**src/design/u16u8_pkg.sv**
```systemverilog
package u16u8_pkg;

  localparam int MaxBytes = 6;

  localparam logic [15:0] HighFirst = 16'hD800;
  localparam logic [15:0] HighLast  = 16'hDBFF;
  localparam logic [15:0] LowFirst  = 16'hDC00;
  localparam logic [15:0] LowLast   = 16'hDFFF;
  localparam logic [20:0] SuppBase  = 21'h10000;

  typedef logic [7:0] byte_t;

  typedef struct packed {
    logic [3:0][7:0] bytes;
    logic [2:0]      len;
  } point_enc_t;

  typedef struct packed {
    logic [MaxBytes-1:0][7:0] bytes;
    logic [2:0]               cnt;
    logic                     hold;
    logic [9:0]               hold_bits;
  } enc_result_t;

  // Byte 0 of the result is the first byte of the sequence.
  function automatic point_enc_t encode_point(input logic [20:0] cp);
    point_enc_t r;
    r.bytes = '0;
    if (cp <= 21'h7F) begin
      r.bytes[0] = {1'b0, cp[6:0]};
      r.len = 3'd1;
    end else if (cp <= 21'h7FF) begin
      r.bytes[0] = {3'b110, cp[10:6]};
      r.bytes[1] = {2'b10, cp[5:0]};
      r.len = 3'd2;
    end else if (cp <= 21'hFFFF) begin
      r.bytes[0] = {4'b1110, cp[15:12]};
      r.bytes[1] = {2'b10, cp[11:6]};
      r.bytes[2] = {2'b10, cp[5:0]};
      r.len = 3'd3;
    end else begin
      r.bytes[0] = {5'b11110, cp[20:18]};
      r.bytes[1] = {2'b10, cp[17:12]};
      r.bytes[2] = {2'b10, cp[11:6]};
      r.bytes[3] = {2'b10, cp[5:0]};
      r.len = 3'd4;
    end
    return r;
  endfunction

endpackage

```
**src/design/u16u8_in_if.sv**
```systemverilog
interface u16u8_in_if;
  logic        valid;
  logic        ready;
  logic [15:0] code_unit;
  logic        string_end;

  modport source (output valid, output code_unit, output string_end, input ready);
  modport sink (input valid, input code_unit, input string_end, output ready);
endinterface

```
**src/design/u16u8_out_if.sv**
```systemverilog
interface u16u8_out_if;
  logic       valid;
  logic       ready;
  logic [7:0] out_byte;
  logic       run_last;

  modport source (output valid, output out_byte, output run_last, input ready);
  modport sink (input valid, input out_byte, input run_last, output ready);
endinterface

```
**src/design/u16u8_encoder.sv**
```systemverilog
module u16u8_encoder (
  input  logic [15:0]               code_unit,
  input  logic                      string_end,
  input  logic                      held_valid,
  input  logic [9:0]                held_bits,
  output u16u8_pkg::enc_result_t    result
);

  logic                    is_high;
  logic                    is_low;
  logic [20:0]             pair_cp;
  u16u8_pkg::point_enc_t   pair_enc;
  u16u8_pkg::point_enc_t   flush_enc;
  u16u8_pkg::point_enc_t   unit_enc;

  assign is_high = (code_unit >= u16u8_pkg::HighFirst) && (code_unit <= u16u8_pkg::HighLast);
  assign is_low  = (code_unit >= u16u8_pkg::LowFirst) && (code_unit <= u16u8_pkg::LowLast);

  // The low ten bits of each surrogate concatenate into the code point offset.
  assign pair_cp   = u16u8_pkg::SuppBase + {1'b0, held_bits, code_unit[9:0]};
  assign pair_enc  = u16u8_pkg::encode_point(pair_cp);
  assign flush_enc = u16u8_pkg::encode_point({5'd0, 6'b110110, held_bits});
  assign unit_enc  = u16u8_pkg::encode_point({5'd0, code_unit});

  always_comb begin
    result = '0;
    if (held_valid && is_low) begin
      result.bytes[3:0] = pair_enc.bytes;
      result.cnt = pair_enc.len;
    end else begin
      result.hold = is_high && !string_end;
      result.hold_bits = result.hold ? code_unit[9:0] : 10'd0;
      if (held_valid) begin
        // The flushed surrogate always takes three bytes; the current unit follows unless it is held.
        result.bytes[2:0] = flush_enc.bytes[2:0];
        if (!result.hold) begin
          result.bytes[5:3] = unit_enc.bytes[2:0];
          result.cnt = 3'd3 + unit_enc.len;
        end else begin
          result.cnt = 3'd3;
        end
      end else if (!result.hold) begin
        result.bytes[3:0] = unit_enc.bytes;
        result.cnt = unit_enc.len;
      end
    end
  end

endmodule

```
**src/design/utf16_to_utf8_converter.sv**
```systemverilog
// UTF-16 to UTF-8 converter.
// The units channel takes one UTF-16 code unit a word, with string_end on the
// last unit of a string. The octets channel gives one UTF-8 byte a word, with
// run_last on the last byte that a unit caused.
// A unit sits in the input register, is encoded there and moves into a
// six-byte burst register, from which the bytes leave one per cycle while
// the receiver is ready.
// Throughput is one unit per cycle while each unit gives at most one byte
// and the receiver takes every byte; otherwise the output side sets the pace
// at one byte per cycle, and a unit can cause up to six bytes. A high
// surrogate that is held back gives no bytes.
// When the receiver stalls, the burst register holds its bytes and the input
// register still takes one more unit before units.ready drops.
// Reset (rst, synchronous) empties both registers and drops any held
// surrogate.
module utf16_to_utf8_converter (
  input  logic          clk,
  input  logic          rst,
  u16u8_in_if.sink      units,
  u16u8_out_if.source   octets
);

  logic                                   inreg_valid;
  logic [15:0]                            inreg_unit;
  logic                                   inreg_end;
  logic                                   held_valid;
  logic [9:0]                             held_bits;
  logic [u16u8_pkg::MaxBytes-1:0][7:0]    burst;
  logic [2:0]                             burst_cnt;
  logic                                   take;
  logic                                   move;
  logic                                   accept;
  u16u8_pkg::enc_result_t                 enc;

  u16u8_encoder encoder (
    .code_unit  (inreg_unit),
    .string_end (inreg_end),
    .held_valid (held_valid),
    .held_bits  (held_bits),
    .result     (enc)
  );

  assign take   = octets.valid && octets.ready;
  assign move   = inreg_valid && ((burst_cnt == 3'd0) || ((burst_cnt == 3'd1) && take));
  assign accept = units.valid && units.ready;

  assign units.ready     = !inreg_valid || move;
  assign octets.valid    = burst_cnt != 3'd0;
  assign octets.out_byte = burst[0];
  assign octets.run_last = burst_cnt == 3'd1;

  always_ff @(posedge clk) begin
    if (rst) begin
      inreg_valid <= 1'b0;
      burst_cnt   <= 3'd0;
      held_valid  <= 1'b0;
      held_bits   <= 10'd0;
    end else begin
      if (accept) begin
        inreg_valid <= 1'b1;
      end else if (move) begin
        inreg_valid <= 1'b0;
      end
      if (move) begin
        burst_cnt  <= enc.cnt;
        held_valid <= enc.hold;
        held_bits  <= enc.hold_bits;
      end else if (take) begin
        burst_cnt <= burst_cnt - 3'd1;
      end
    end
  end

  always_ff @(posedge clk) begin
    if (accept) begin
      inreg_unit <= units.code_unit;
      inreg_end  <= units.string_end;
    end
    if (move) begin
      burst <= enc.bytes;
    end else if (take) begin
      burst <= {8'h00, burst[u16u8_pkg::MaxBytes-1:1]};
    end
  end

endmodule
```
**src/flat_wrapper.sv**
```systemverilog
// flat-port wrapper written by rule: the top's interface ports become plain ports
module utf16_to_utf8_converter_flat 
  (clk, rst, units_valid, units_code_unit, units_string_end, units_ready, octets_valid, octets_out_byte, octets_run_last, octets_ready);
  u16u8_in_if units_i ();
  u16u8_out_if octets_i ();
  input  logic clk;
  input  logic rst;
  input wire logic [$bits(units_i.valid)-1:0] units_valid;
  input wire logic [$bits(units_i.code_unit)-1:0] units_code_unit;
  input wire logic [$bits(units_i.string_end)-1:0] units_string_end;
  output wire logic [$bits(units_i.ready)-1:0] units_ready;
  output wire logic [$bits(octets_i.valid)-1:0] octets_valid;
  output wire logic [$bits(octets_i.out_byte)-1:0] octets_out_byte;
  output wire logic [$bits(octets_i.run_last)-1:0] octets_run_last;
  input wire logic [$bits(octets_i.ready)-1:0] octets_ready;
  assign units_i.valid = units_valid;
  assign units_i.code_unit = units_code_unit;
  assign units_i.string_end = units_string_end;
  assign units_ready = units_i.ready;
  assign octets_valid = octets_i.valid;
  assign octets_out_byte = octets_i.out_byte;
  assign octets_run_last = octets_i.run_last;
  assign octets_i.ready = octets_ready;
  utf16_to_utf8_converter u_core (.clk(clk), .rst(rst), .units(units_i), .octets(octets_i));
endmodule
```
**config.mk**
```make
export PLATFORM = sky130hd
export DESIGN_NAME = utf16_to_utf8_converter_flat
export DESIGN_NICKNAME = d
export VERILOG_FILES = /design/src/design/u16u8_pkg.sv /design/src/design/u16u8_in_if.sv /design/src/design/u16u8_out_if.sv /design/src/design/u16u8_encoder.sv /design/src/design/utf16_to_utf8_converter.sv /design/src/flat_wrapper.sv
export SDC_FILE = /design/constraint.sdc
export NUM_CORES = 1
export LEC_CHECK = 0
export ABC_AREA = 1
export BUFFER_PORTS_ARGS = -buffer_cell sky130_fd_sc_hd__buf_4
export CORE_MARGIN = 3
export CORE_UTILIZATION = 25
export DETAILED_ROUTE_END_ITERATION = 7
export HOLD_SLACK_MARGIN = 0.1
export MAX_ROUTING_LAYER = met4
export SLEW_MARGIN = 20
export SYNTH_ARGS = -nofsm -noshare
export SYNTH_HDL_FRONTEND = slang
export SYNTH_SLANG_ARGS = --single-unit
```
**constraint.sdc**
```tcl
create_clock -name clk -period 6.34 [get_ports clk]
set_input_delay 0.634 -clock clk [delete_from_list [all_inputs] [get_ports clk]]
set_output_delay 0.634 -clock clk [all_outputs]
set_load 0.05 [all_outputs]
```
== Word-level counts from Yosys, hierarchy flattened ==
Cells that the tools add are included.

* Order comparisons: 9
* Reduce and logical (&&, ||, !) cells: 16
* Muxes and demuxes: 28
* Equality and inequality tests: 1
* Add/subtract/negate cells: 3

{| class="wikitable"
|+ Operators with widths
! operator !! number
|-
| 35-bit two-way mux || 3
|-
| 48-bit two-way mux || 2
|-
| 24-bit two-way mux || 3
|-
| 19-bit two-way mux || 3
|-
| 27-bit two-way mux || 2
|-
| 16-bit two-way mux || 3
|-
| 11-bit two-way mux || 3
|-
| 16-bit >= comparator (second input constant) || 2
|-
| 16-bit less-or-equal comparator (second input constant) || 2
|-
| 25-bit two-way mux || 1
|-
| 17-bit by 20-bit adder with 21-bit output (first input constant) || 1
|-
| 21-bit by 11-bit less-or-equal comparator with 1-bit output (second input constant) || 1
|-
| 21-bit by 16-bit less-or-equal comparator with 1-bit output (second input constant) || 1
|-
| 21-bit by 7-bit less-or-equal comparator with 1-bit output (second input constant) || 1
|-
| 16-bit by 11-bit less-or-equal comparator with 1-bit output (second input constant) || 1
|-
| 16-bit by 7-bit less-or-equal comparator with 1-bit output (second input constant) || 1
|-
| 8-bit two-way mux || 2
|-
| 10-bit two-way mux || 1
|-
| 3-bit two-way mux || 3
|-
| 1-bit logical AND || 8
|-
| 2-bit nonzero test || 2
|-
| 2-bit by 3-bit adder with 3-bit output (first input constant) || 1
|-
| 3-bit by 1-bit == test with 1-bit output (second input constant) || 1
|-
| 3-bit logical NOT || 1
|-
| 5 further kinds || 8
|}

* Input port bits: 21
* Output and inout port bits: 11
* Flip-flop bits (word level): 80
* Logic and storage cells: 69

== Depth between registers and ports, before layout ==
Gate-level depths: netlist of the first run.

* Depth after elaboration: 11
* Gate-level depth with buffers: 16
* Depth with buffers taken out: 15

== Modules after synthesis ==
A second synthesis of the first run with hierarchy kept.

* Cell total of the unflattened synthesis: 647
* Area total of the unflattened synthesis: 4992.3 sq um

{| class="wikitable"
|+ By module, submodules not included
! module !! instances !! area each (sq um) !! cells an instance
|-
| utf16_to_utf8_converter || 1 || 3296.9 || 310
|-
| u16u8_encoder || 1 || 1695.4 || 337
|}

== Worst setup path before layout of the first run ==
OpenSTA, ideal clock, no wires.

* Kind: register -> register
* From: reg u_core.burst_cnt[0]
* To: reg u_core.burst_cnt[1]
* Arrival: 5175 ps
* Stages on the path, launching flop included: 9
* Period minus slack after synthesis: 5244 ps
* Slack: 1096 ps
* Path buffers: 0
* Setup time: 70 ps
* Path through: dfxtp_1 inv_1 ha_1 nand2_1 o21ai_0 inv_1 a21oi_1 nand2_1 a21oi_1

* Word-level cells in the longest chain between the ends: 6
* Elaborated cells on any way between the ends: 11
* Classes of those cells: add/sub (1); eq/ne (1); mux (2); reduce/logical (7)

{| class="wikitable"
|+ RTL lines
! item !! RTL line !! RTL
|-
| start: declaration || utf16_to_utf8_converter.sv:29 || <nowiki>logic [2:0] burst_cnt;</nowiki>
|-
| start signal: assignment || utf16_to_utf8_converter.sv:65 || <nowiki>burst_cnt <= enc.cnt;</nowiki>
|-
| start signal: assignment || utf16_to_utf8_converter.sv:69 || <nowiki>burst_cnt <= burst_cnt - 3'd1;</nowiki>
|-
| 3-bit nonzero test * || utf16_to_utf8_converter.sv:48 || <nowiki>assign octets.valid = burst_cnt != 3'd0;</nowiki>
|-
| named net octets_valid || flat_wrapper.sv:12 || <nowiki>output wire logic [$bits(octets_i.valid)-1:0] octets_valid;</nowiki>
|-
| 1-bit logical AND * || utf16_to_utf8_converter.sv:43 || <nowiki>assign take = octets.valid && octets.ready;</nowiki>
|-
| 1-bit logical AND || utf16_to_utf8_converter.sv:44 || <nowiki>assign move = inreg_valid && ((burst_cnt == 3'd0) || ((burst_cnt == 3'd1) && take));</nowiki>
|-
| 1-bit logical OR || utf16_to_utf8_converter.sv:44 ||
|-
| 1-bit logical AND || utf16_to_utf8_converter.sv:44 ||
|-
| 3-bit two-way mux or 2-bit nonzero test (tied branches) || - ||
|}

The timed path passes the listed nets; every way through them passes the cells marked *. The select of a mux whose other input is x is not followed.
A chain may end at the register's enable or synchronous reset.

== Final worst setup path of the first run ==
* From: reg u_core.burst_cnt[1]
* To: reg u_core.held_bits[5]

* Word-level cells in the longest chain between the ends: 5
* Elaborated cells on any way between the ends: 7
* Classes of those cells: eq/ne (1); reduce/logical (6)

{| class="wikitable"
|+ RTL lines
! item !! RTL line !! RTL
|-
| 3-bit nonzero test || utf16_to_utf8_converter.sv:48 ||
|-
| 1-bit logical AND || utf16_to_utf8_converter.sv:43 ||
|-
| 1-bit logical AND || utf16_to_utf8_converter.sv:44 ||
|-
| 1-bit logical OR * || utf16_to_utf8_converter.sv:44 ||
|-
| 1-bit logical AND * || utf16_to_utf8_converter.sv:44 ||
|-
| end signal: assignment || utf16_to_utf8_converter.sv:67 || <nowiki>held_bits <= enc.hold_bits;</nowiki>
|-
| end: declaration || utf16_to_utf8_converter.sv:27 || <nowiki>logic [9:0] held_bits;</nowiki>
|}

Mark *: on every way between the ends. The rest lies on a longest branch, timed or not.

==> results of run 1 <==
[through the flow]
stage / util (%) / setup WS [ps] / hold slack (ps) / power, mW
after floorplan: - / 1100 / 439 / 1.39
after global placement: 27.6 / 3470 / 459 / 1.54
after detailed placement: 27.6 / 3480 / 462 / 1.55
after CTS: 29.1 / 3470 / 443 / 2.03
after global routing: 29.1 / 3090 / 448 / 2.13
final: 29.1 / 3480 / 461 / 2.01
[metal layers]
metal  GRT usage [%]  share of wire, %  vias up
met4            5.95               3.0        0
met3            3.26               9.0       28
li1                -                 -     1970
met1            18.6                45     1837
met5               -                 0        -
met2            18.8                43      208
[area by class of cell]
cell class                 count  area share, %
sequential                    78           41.5
multi-input combinational    408           38.1
tap                          229           5.43
timing repair buffer          35           4.98
inverter                      68           4.86
clock buffer                  12           4.67
clock inverter                 4          0.427
[worst max-delay path, cell delays in order (launching register included)]
cell	delay [ps]
dfxtp_1	310
inv_1	90
ha_1	150
inv_1	40
nor2_1	150
nand2_1	70
nand2_1	60
inv_1	50
nor2_2	70
buf_4	380
inv_1	210
buf_4	300
nor2_1	630
a22oi_1	140
nor2_1	120
[cell usage after synthesis, types with 6 or more instances]
library cell | count | area, sq um
nand2_2 | 7 | 43.8
nand3_1 | 38 | 190
nor2_4 | 6 | 67.6
clkbuf_1 | 7 | 26.3
a21oi_1 | 65 | 325
nor2_1 | 83 | 312
nand4_1 | 9 | 56.3
dfxtp_1 | 15 | 300
inv_2 | 9 | 33.8
edfxtp_1 | 63 | 1890
buf_2 | 9 | 45.0
nand2_1 | 127 | 477
buf_4 | 12 | 90.1
inv_1 | 58 | 218
a22oi_1 | 11 | 82.6
o21ai_0 | 19 | 95.1
nor3_1 | 6 | 30.0
[path summary, 6_finish.rpt]
kind | from | cells past startpoint | endpoint | slack, ps
worst min-delay path | units_code_unit[8] | 1 | u_core.inreg_unit[8] | 460
worst min register to register | u_core.burst_cnt[1] | 2 | u_core.burst_cnt[1] | 470
worst max register to register | u_core.burst_cnt[1] | 14 | u_core.held_bits[5] | 3480
worst max-delay path | u_core.burst_cnt[1] | 14 | u_core.held_bits[5] | 3480
[state kept, by name (all words and copies together) (netlist names)]
register                count
u_core.inreg_unit          16
u_core.inreg_valid          1
u_core.burst               38
u_core.held_valid           1
u_core.inreg_end            1
u_core.octets.out_byte      8
u_core.held_bits           10
u_core.burst_cnt            3
[kinds of logic (layout without fill, tap and decap cells)]
kind of cell	after synthesis	count (layout)	share of synthesized area (%)
DFF	78	78	47.1
buffers and inverters	100	119	9.94
and+or+nand+nor	289	289	28.0
AOI/OAI and AO/OA	113	113	13.4
xor gates and xnor gates	1	1	0.188
adders and majority gates	5	5	1.34
[power breakdown]
| group | internal [mW] | leakage (nW) | total, mW | switching [mW] |
|---|---|---|---|---|
| registers | 0.816 | 0.729 | 0.897 | 0.0819 |
| clock network | 0.274 | 0.134 | 0.473 | 0.199 |
| logic | 0.186 | 1.26 | 0.641 | 0.455 |
| total | 1.28 | 2.13 | 2.01 | 0.735 |
==> results.txt, run 1 <==
The run finished with clean final reports. The number of setup buffers added after CTS is 0. The fraction of layout instances using a drive strength above 1 is 14.5%.

The slew of the pin with the lowest slew margin is 764 ps. The core footprint is 0.0181 sq mm. From bottom edge to top edge, the die measures 142 um.

The largest net degree at the start of global routing came out at 51. Leaving out fill and tap cells, the most frequent cell in the layout is nand2_1. The area growth from synthesis to layout is 13.4%. The starting density of the core came out at 25.7%.

Across the whole layout, storage elements account for 0.00219 sq mm. The data arrival time at the worst-slack endpoint came out at 3130 ps. The clock drives 78 sinks. The final count of negative-setup-slack endpoints is 0. Once placement finished, the instance area stood at 0.00501 sq mm. The via count came out at 4043. The synthesized netlist net count is 612. The capturing element type of the critical path is a register.

The count of buffers added on input and output ports is 31. After routing the design area is 0.00528 sq mm. The die outline width is 142 um.

During synthesis, Yosys emitted a total of 0 warnings. Summed over all layers, the global routing overflow is 0. Subtracting the final worst setup slack from the clock period gives 2860 ps.

Summed over all cells, the static leakage comes to 2.13 nW. Summing every instance area after synthesis gives 0.00466 sq mm. The final layout contains 626 nets. The largest fanout on the critical path came out at 42. The final hold violation count came out at 0. Headroom to the max-slew limit came out at 48.9%.

In the synthesized netlist the dominant register cell turns out to be edfxtp_1. The number of pins with negative max-slew slack in the final report is 0. The total instance count after detailed placement came out at 818. The aggregate global-route resource usage came out at 13.5%. The routed length per instance came out at 15.8 um. The min-delay analysis places its worst path in the category input pin to register. In the layout the commonest cells are nand2_1, nor2_1, a21oi_1. The die area came out at 0.0203 sq mm. The number of synthesized flops with an enable pin came out at 63. The setup skew after layout came out at 7.82 ps. The count of mapped cells out of synthesis is 586. After clock tree synthesis, the clock-pin slew on the worst setup and hold paths is 60 ps. Summing all multi-input logic gate instances after layout gives 0.00201 sq mm. Routability-driven placement finished with a final weighted congestion of 0.993. The clock tree root buffer cell is clkbuf_16. The cell area power density is 381 mW/mm^2.

The total routed wirelength came out at 13200 um. Setup repair after global routing left no endpoint under its margin. The number of gates resized after CTS was 0. The DRC violation total after the first TritonRoute iteration is 532. The floorplan row count is 49. The type of element launching the critical path is a register. Dividing the detail-routed via count by the number of cells gives 4.85. The wire length of the first global-routing pass came out at 20700 um.

The number of top-level pins came out at 32. A synthesized cell averages 7.94 sq um. The total of max-cap violations is 0. Counting flops and latches in the post-synthesis netlist gives 78.

The CTS tree is done. The residual antenna-violating net count after detailed routing is 0. Derived from the worst setup path, the maximum achievable clock frequency is 350 MHz. The first TritonRoute pass finished after 6 iterations. The number of antenna violations at the first check in global routing came out at 0. The depth of the CTS H-tree came out at 3. The via count of the first global-routing pass is 3703. The portion of the clock cycle consumed by the worst path in the final layout is 45.1%. The number of buffers added by the clock tree synthesis step came out at 9. The setup TNS is 0 ps. STA puts the critical path data required time at 6620 ps. The count of inserted antenna diode cells came out at 0. The number of different library cells in the post-synthesis netlist came out at 34. The buffer depth of the longest clock path is 2.

The part of the Yosys area used for sequential elements is 47.1%. The critical path in this run is classified as register to register. The highest ir drop seen on vdd is 0.345 mV. The total of fill cells in the finished design is 1982. Summed over all nets, the half-perimeter wirelength after detailed placement is 9680 um. Leaving out filler cells and counting taps, the final layout contains 834. The clock insertion delay at the later pin of the skew report came out at 350 ps. The proportion of register bits with asynchronous set or reset after synthesis came out at 0%.

The number of hold buffers added after CTS was 0. The remaining design rule violation count came out at 0.
(Power assumes the default switching activity.)
==> inputs of run 2 (changes only) <==
- clock period: 6.34 -> 2.5 ns (I/O delays scaled with it)
==> run 2 against run 1 <==
Worst setup slack got worse by 3300 ps; largest power group unchanged; global-route usage up 1.3 points; critical endpoint is now u_core.burst[9]; core utilization grew 1.9 points; cell area up 6.5%; sequential cell count unchanged; routed wire length is 6.9% higher; clock power grew to 2.8 times the previous value; count of clock-buffer cells in the layout unchanged; critical path depth fell by 4; highest routed layer unchanged.
==> results.txt, run 2 (synthesis gave the netlist of run 1 again) <==
The critical path class is register to register (unchanged). The via count came out at 4160 (was 4043). The DRC violation total after the first TritonRoute iteration came out at 415 (was 532). The most frequent standard cell in the layout excluding fill and tap cells is nand2_1 (unchanged). The startpoint of the worst hold path was units_valid (was units_code_unit[8]). The multi-input logic area came to 0.00202 sq mm (was 0.00201 sq mm). The capturing element type of the critical path is a register (unchanged). The number of pins with negative max-slew slack in the final report came out at 0 (unchanged).

The time the final worst path needs with I/O delays and setup came out at 2350 ps (was 2860 ps). The fraction of layout instances using a drive strength above 1 is 17.1% (was 14.5%). The portion of the clock cycle consumed by the worst path in the final layout is 94.0% (was 45.1%).

The area overhead of the layout relative to synthesis is 20.8% (was 13.4%). The utilization after layout is 31.0% (was 29.1%). The smallest setup slack after layout came out at 149 ps (was 3480 ps). Cells along the critical path: nor2_1, nand3_1, inv_2, nand2_1, nand2_1, o22ai_1, inv_1, nand2_1, a21oi_1, a21oi_1 (was inv_1, ha_1, inv_1, nor2_1, nand2_1, nand2_1, inv_1, nor2_2, buf_4, inv_1, buf_4, nor2_1, a22oi_1, nor2_1). The type of element launching the critical path is a register (unchanged).

The residual antenna-violating net count after detailed routing is 0 (unchanged). The startpoint of the most critical setup path is u_core.inreg_unit[14] (was u_core.burst_cnt[1]). The largest net degree at the start of global routing came out at 29 (was 51). The remaining design rule violation count came to 0 (unchanged). The routed length per instance was 16.2 um (was 15.8 um). The wire length of the first global-routing pass was 22600 um (was 20700 um). The setup TNS came out at 0 ps (unchanged). The die outline width came out at 142 um (unchanged). The via-per-instance ratio is 4.79 (was 4.85). The iteration count of the initial detailed-routing pass is 5 (was 6). The setup slack after placement is 156 ps (was 3480 ps). The number of buffers added on ports came out at 31 (unchanged). The final hold slack was 185 ps (was 461 ps).

The cell with the most instances on the worst path is nand2_1 (was inv_1). The maximum cell stage delay along the critical path came to 430 ps (was 630 ps). The overflow left after global routing is 0 (unchanged). The number of flip-flops in the largest register is 38 (unchanged). The die area came out at 0.0203 sq mm (unchanged). The largest fanout on the critical path is 9 (was 42). The total of fill cells in the finished design came out at 1914 (was 1982). The number of buffers added by the clock tree synthesis step is 9 (unchanged). The floorplan row count came out at 49 (unchanged).

The final count of negative-setup-slack endpoints came out at 0 (unchanged). The buffer depth of the longest clock path is 2 (unchanged). The total instance count after detailed placement was 835 (was 818).

The number of top-level pins is 32 (unchanged). The largest register by flop count was u_core.burst (unchanged). The clock tree root buffer cell is clkbuf_16 (unchanged).

The detailed-placement wirelength estimate came to 10400 um (was 9680 um). The total routed wirelength came to 14100 um (was 13200 um). The starting density of the core is 25.7% (unchanged).

The worst path required time is 2590 ps (was 6620 ps). The final non-filler cell total came to 868 (was 834). The class of the most critical hold timing path is input pin to register (unchanged). Most used cells in the layout excluding fill and tap cells: nand2_1, nor2_1, a21oi_1 (unchanged). The number of antenna violations at the first check in global routing came to 0 (unchanged). The depth of the CTS H-tree came to 3 (unchanged). The final hold violation count came out at 0 (unchanged).

The area taken by flip-flops and latches came to 0.00219 sq mm (about the same). The static power due to leakage came out at 2.30 nW (was 2.13 nW). The count of inserted antenna diode cells came out at 0 (unchanged). The worst-path cell with the longest stage delay is edfxtp_1 (was nor2_1).

The highest ir drop seen on vdd is 0.557 mV (was 0.345 mV). The CTS tree was done (unchanged). Largest registers: u_core.burst x38, u_core.inreg_unit x16, u_core.held_bits x10 (unchanged). The data arrival time at the worst-slack endpoint is 2440 ps (was 3130 ps). The cell area power density came out at 945 mW/mm^2 (was 381 mW/mm^2). Setup repair after global routing missed its margin: false (unchanged). The clock insertion delay at the later pin of the skew report came out at 340 ps (was 350 ps). The placer's final routability congestion estimate is 0.971 (was 0.993). The worst slew margin relative to its limit came to 42.9% (was 48.9%).

The setup skew after layout came out at 5.65 ps (was 7.82 ps). The core footprint is 0.0181 sq mm (unchanged). The CTS sink count is 78 (unchanged).

The number of nets in the final layout came out at 660 (was 626). The start of the worst register-to-register path is u_core.inreg_unit[14] (was u_core.burst_cnt[1]). Status: complete, no violations (unchanged).

The slew of the pin with the lowest slew margin was 854 ps (was 764 ps). The via count of the first global-routing pass came to 4068 (was 3703). The aggregate global-route resource usage is 14.8% (was 13.5%).

The clock-pin slew of the registers on the worst-case setup and hold paths is 60 ps (about the same). The floorplan die height is 142 um (unchanged). The total of max-cap violations came out at 0 (unchanged). The maximum frequency from static timing analysis came to 425 MHz (was 350 MHz).
==> run 2: cell count changes in the layout (fill, tap and decap cells not counted) <==
cell | previous run | this run
dfxtp_2 | 0 | 2
dfxtp_1 | 15 | 13
buf_4 | 35 | 51
nor2_4 | 6 | 7
buf_12 | 0 | 1
dlygate4sd3_1 | 0 | 17
nor2_1 | 83 | 82
clkinvlp_4 | 0 | 1
clkinv_1 | 1 | 0
clkinv_4 | 1 | 0
bufinv_16 | 0 | 1
==> run 2: metrics by stage <==
step	total power, mW	cell area (sq um)
floorplan	3.50	4670
global placement	3.99	5150
detailed placement	4.01	5150
CTS	5.34	5620
global route	5.64	5620
finish	5.31	5620
==> run 2: where the power goes <==
part / total, mW / switching, mW / internal (mW)
logic: 1.77 / 1.22 / 0.552
clock network: 1.31 / 0.513 / 0.797
registers: 2.24 / 0.171 / 2.06
==> run 2: worst paths after layout <==
check / depth (start not counted) / slack (ps) / to
worst max-delay path: 10 / 150 / u_core.burst[9]
worst min-delay path: 3 / 190 / u_core.inreg_valid
worst max register to register: 10 / 150 / u_core.burst[9]
worst min register to register: 2 / 470 / u_core.burst_cnt[1]
==> run 2: timing repair <==
item,in CTS,in global routing
endpoints found under the hold margin,17,0
setup endpoints to repair,0,6
gates resized for setup,0,3
hold buffers,17,0
setup buffers,0,0
==> run 2: area by class of cell <==
type                            count  area share (%)
Clock buffer                       12            4.38
Clock inverter                      4           0.845
Inverter                           68            4.56
Multi-Input combinational cell    408            35.9
Sequential cell                    78            39.0
Tap cell                          229            5.09
Timing Repair Buffer               69            10.2
==> run 2: per-layer routing <==
layer  vias up  global-route usage, %  wire (um)
met5         -                      -          0
met4         0                   5.95        573
met3        43                   3.73       1020
met2       190                   21.5       6120
met1      1884                   19.7       6350
li1       2043                      -          -
==> run 2: worst max-delay path, delay by kind of cell (launching register included) <==
family	cells	cell delay (ps)
compound gates	3	370
simple gates	5	900
flops	1	430
buf+inv	2	400
==> inputs of run 3 (changes only) <==
- SETUP_SLACK_MARGIN: unset -> 0.05
- SKIP_CTS_REPAIR_TIMING: unset -> 1
- SYNTH_HIERARCHICAL: unset -> 1
==> run 3 against run 2 <==
Critical path depth is 3 higher; fmax is 2.6% higher; core utilization is 0.57 points lower; die area is 6.9% higher; worst hold slack worse by 4.4 ps; register-to-register slack better by 60 ps; sequential share of layout area is 1.1 points lower; cell area is 5.6% higher; area after synthesis is 7.2% higher; highest routed layer unchanged.
==> results.txt, run 3 <==
The largest fanout on the critical path came out at 10 (was 9). The multi-input logic area is 0.00226 sq mm (was 0.00202 sq mm). The part of the Yosys area used for sequential elements is 45.1% (was 47.1%). The number of buffers added by the clock tree synthesis step is 9 (unchanged). The detailed-placement wirelength estimate is 10100 um (was 10400 um). The number of top-level pins was 32 (unchanged).

The worst hold path cell count came to 3 (unchanged). The starting density of the core came out at 25.6% (was 25.7%). The number of antenna violations at the first check in global routing came out at 0 (unchanged). The highest ir drop seen on vdd came to 0.686 mV (was 0.557 mV). The via count came out at 4313 (was 4160). The final non-filler cell total was 960 (was 868). The class of the most critical hold timing path is input pin to register (unchanged). The portion of the clock cycle consumed by the worst path in the final layout is 91.7% (was 94.0%). The floorplan die height came out at 147 um (was 142 um). The area overhead of the layout relative to synthesis came out at 19.0% (was 20.8%). The slew of the pin with the lowest slew margin is 693 ps (was 854 ps). The largest area contributor in the synthesized netlist is edfxtp_1 (unchanged). The CTS sink count came out at 80 (was 78). The maximum cell stage delay along the critical path is 430 ps (about the same). The total of max-cap violations is 0 (unchanged). Most used cells in the layout excluding fill and tap cells: nand2_1, nor2_1, edfxtp_1 (was nand2_1, nor2_1, a21oi_1).

The final hold violation count was 0 (unchanged). Largest registers: u_core/burst x40, u_core/inreg_unit x16, u_core/held_bits x10 (was u_core.burst x38, u_core.inreg_unit x16, u_core.held_bits x10). The final cell area excluding filler cells is 0.00594 sq mm (was 0.00562 sq mm). The worst-path cell with the longest stage delay is dfxtp_1 (was edfxtp_1). The clock tree root buffer cell is clkbuf_16 (unchanged). The core footprint came out at 0.0195 sq mm (was 0.0181 sq mm). The worst-case reg-to-reg path depth was 13 (was 10).

The cell with the most instances on the worst path is nand3_1 (was nand2_1). The type of element launching the critical path was a register (unchanged). The count of yosys warnings during synthesis is 6 (was 0).

The largest net degree at the start of global routing is 52 (was 29). The depth of the CTS H-tree is 3 (unchanged). The total routed wirelength came out at 14100 um (about the same).

The total of fill cells in the finished design is 2148 (was 1914). The static power due to leakage is 2.54 nW (was 2.30 nW). The mean cell area of the mapped netlist came out at 7.72 sq um (was 7.94 sq um). The die area came out at 0.0217 sq mm (was 0.0203 sq mm). The final hold slack came out at 181 ps (was 185 ps). The die outline width is 147 um (was 142 um). Top cells by area in the synthesized netlist: edfxtp_1, nand2_1, nor2_1 (was edfxtp_1, nand2_1, a21oi_1).

The setup slack after placement came out at 173 ps (was 156 ps). The most common flop cell mapped by yosys was edfxtp_1 (unchanged). The via-per-instance ratio is 4.49 (was 4.79). The capturing element type of the critical path is a register (unchanged). The number of synthesized flops with an enable pin is 65 (was 63). The number of flip-flops in the largest register was 40 (was 38). The count of inserted antenna diode cells came to 0 (unchanged). The iteration count of the initial detailed-routing pass came out at 5 (unchanged). Cells along the critical path: ha_1, nand3_1, nand3_2, nor2_2, nand3_1, nand2_4, nor2_8, inv_2, o21ai_1, nand3_1, nand3_1, nand3_1, inv_1 (was nor2_1, nand3_1, inv_2, nand2_1, nand2_1, o22ai_1, inv_1, nand2_1, a21oi_1, a21oi_1).

The cell area power density came out at 1110 mW/mm^2 (was 945 mW/mm^2). The proportion of register bits with asynchronous set or reset after synthesis was 0% (unchanged). The worst path required time came out at 2800 ps (was 2590 ps). The final count of negative-setup-slack endpoints came out at 0 (unchanged).

The DRC violation total after the first TritonRoute iteration came out at 357 (was 415). The buffer depth of the longest clock path came out at 2 (unchanged). The utilization after layout is 30.4% (was 31.0%).

The total instance count after detailed placement is 926 (was 835). The CTS tree is done (unchanged). The count of state elements after synthesis came out at 80 (was 78). The routed length per instance came out at 14.7 um (was 16.2 um). The overflow left after global routing is 0 (unchanged). The number of pins with negative max-slew slack in the final report is 0 (unchanged). The critical path class is register to register (unchanged). The aggregate global-route resource usage came to 13.5% (was 14.8%). The setup TNS is 0 ps (unchanged). The fraction of synthesized cell area taken by the top area cell type was 39.1% (was 40.6%). The count of mapped cells out of synthesis is 647 (was 586). The wire length of the first global-routing pass came out at 22200 um (was 22600 um). The clock insertion delay at the later pin of the skew report came out at 350 ps (was 340 ps). The number of stages on the worst setup path came out at 13 (was 10). The count of buffering cells on the critical path with inverters included came out at 2 (unchanged). The total chip power is 6.62 mW (was 5.31 mW). The area taken by flip-flops and latches was 0.00225 sq mm (was 0.00219 sq mm).

The fraction of layout instances using a drive strength above 1 came out at 16.1% (was 17.1%). The clock-pin slew of the registers on the worst-case setup and hold paths came to 60 ps (about the same). Setup repair after global routing missed its margin: false (unchanged). The most frequent standard cell in the layout excluding fill and tap cells is nand2_1 (unchanged). The kind of cell with the highest combined delay on the critical path is simple AND/OR/NAND/NOR gates (unchanged). The worst slew margin relative to its limit came out at 53.6% (was 42.9%). The instance area at placement came out at 0.00546 sq mm (was 0.00515 sq mm). The setup skew after layout came out at 9.96 ps (was 5.65 ps). The time the final worst path needs with I/O delays and setup is 2290 ps (was 2350 ps). The floorplan row count was 51 (was 49). The data arrival time at the worst-slack endpoint came out at 2590 ps (was 2440 ps). The remaining design rule violation count came out at 0 (unchanged). The via count of the first global-routing pass came out at 4058 (was 4068). The number of different library cells in the post-synthesis netlist came out at 42 (was 34). The synthesized cell area came to 0.00499 sq mm (was 0.00466 sq mm). The smallest setup slack after layout is 208 ps (was 149 ps).

The number of buffers added on ports is 31 (unchanged). The residual antenna-violating net count after detailed routing is 0 (unchanged). The placer's final routability congestion estimate came out at 0.981 (was 0.971). The number of nets in the final layout is 716 (was 660). Status: complete, no violations (unchanged). The largest register by flop count is u_core/burst (was u_core.burst). The maximum frequency from static timing analysis is 436 MHz (was 425 MHz).

Top cells by count, synth: nand2_1, nor2_1, edfxtp_1 (was nand2_1, nor2_1, a21oi_1). The leading cell type by number of instances after synthesis is nand2_1 (unchanged).
run 3: kinds of logic (layout without fill, tap and decap cells):
| logic type | Yosys count | after routing | synth area share, % |
|---|---|---|---|
| XOR/XNOR | 2 | 2 | 0.351 |
| other | 1 | 4 | 0.0751 |
| AO/OA/AOI/OAI | 61 | 61 | 7.29 |
| adder cells (fa/ha/maj) | 5 | 5 | 1.25 |
| AND/OR/NAND/NOR | 400 | 400 | 35.7 |
| flip-flops | 80 | 80 | 45.1 |
| buffers and inverters | 98 | 143 | 10.3 |
run 3: routing by layer:
metal	GRT usage (%)	wire length (um)
met1	18.4	6660
met4	5.64	352
met3	3.12	857
met5	-	0
met2	19.3	6270
run 3: report_power, final:
group	internal, mW	switching [mW]	total, mW	leakage, nW
Combinational	0.869	1.91	2.78	1.65
Clock	0.775	0.532	1.31	0.130
Sequential	2.23	0.304	2.53	0.753
Total	3.87	2.75	6.62	2.54
run 3: worst paths after layout:
kind                             from                   to  slack [ps]
setup / recovery  u_core/held_bits[7]  u_core/burst_cnt[1]         210
hold / removal            units_valid   u_core/inreg_valid         180
setup reg to reg  u_core/held_bits[7]  u_core/burst_cnt[1]         210
hold reg to reg      u_core/burst[16]      u_core/burst[8]         510
run 3: layout make-up:
cell class / count / area share, %
Inverter: 60 / 3.92
Multi-Input combinational cell: 472 / 38.1
Clock inverter: 3 / 0.758
Timing Repair Buffer: 67 / 9.65
Sequential cell: 80 / 37.9
Clock buffer: 13 / 4.04
Tap cell: 265 / 5.58
run 3: worst min-delay path: cells and delay by family:
family                 cells  cell delay, ps
buffers and inverters      1              80
AO/OA/AOI/OAI              1             110
AND/OR/NAND/NOR            1              60
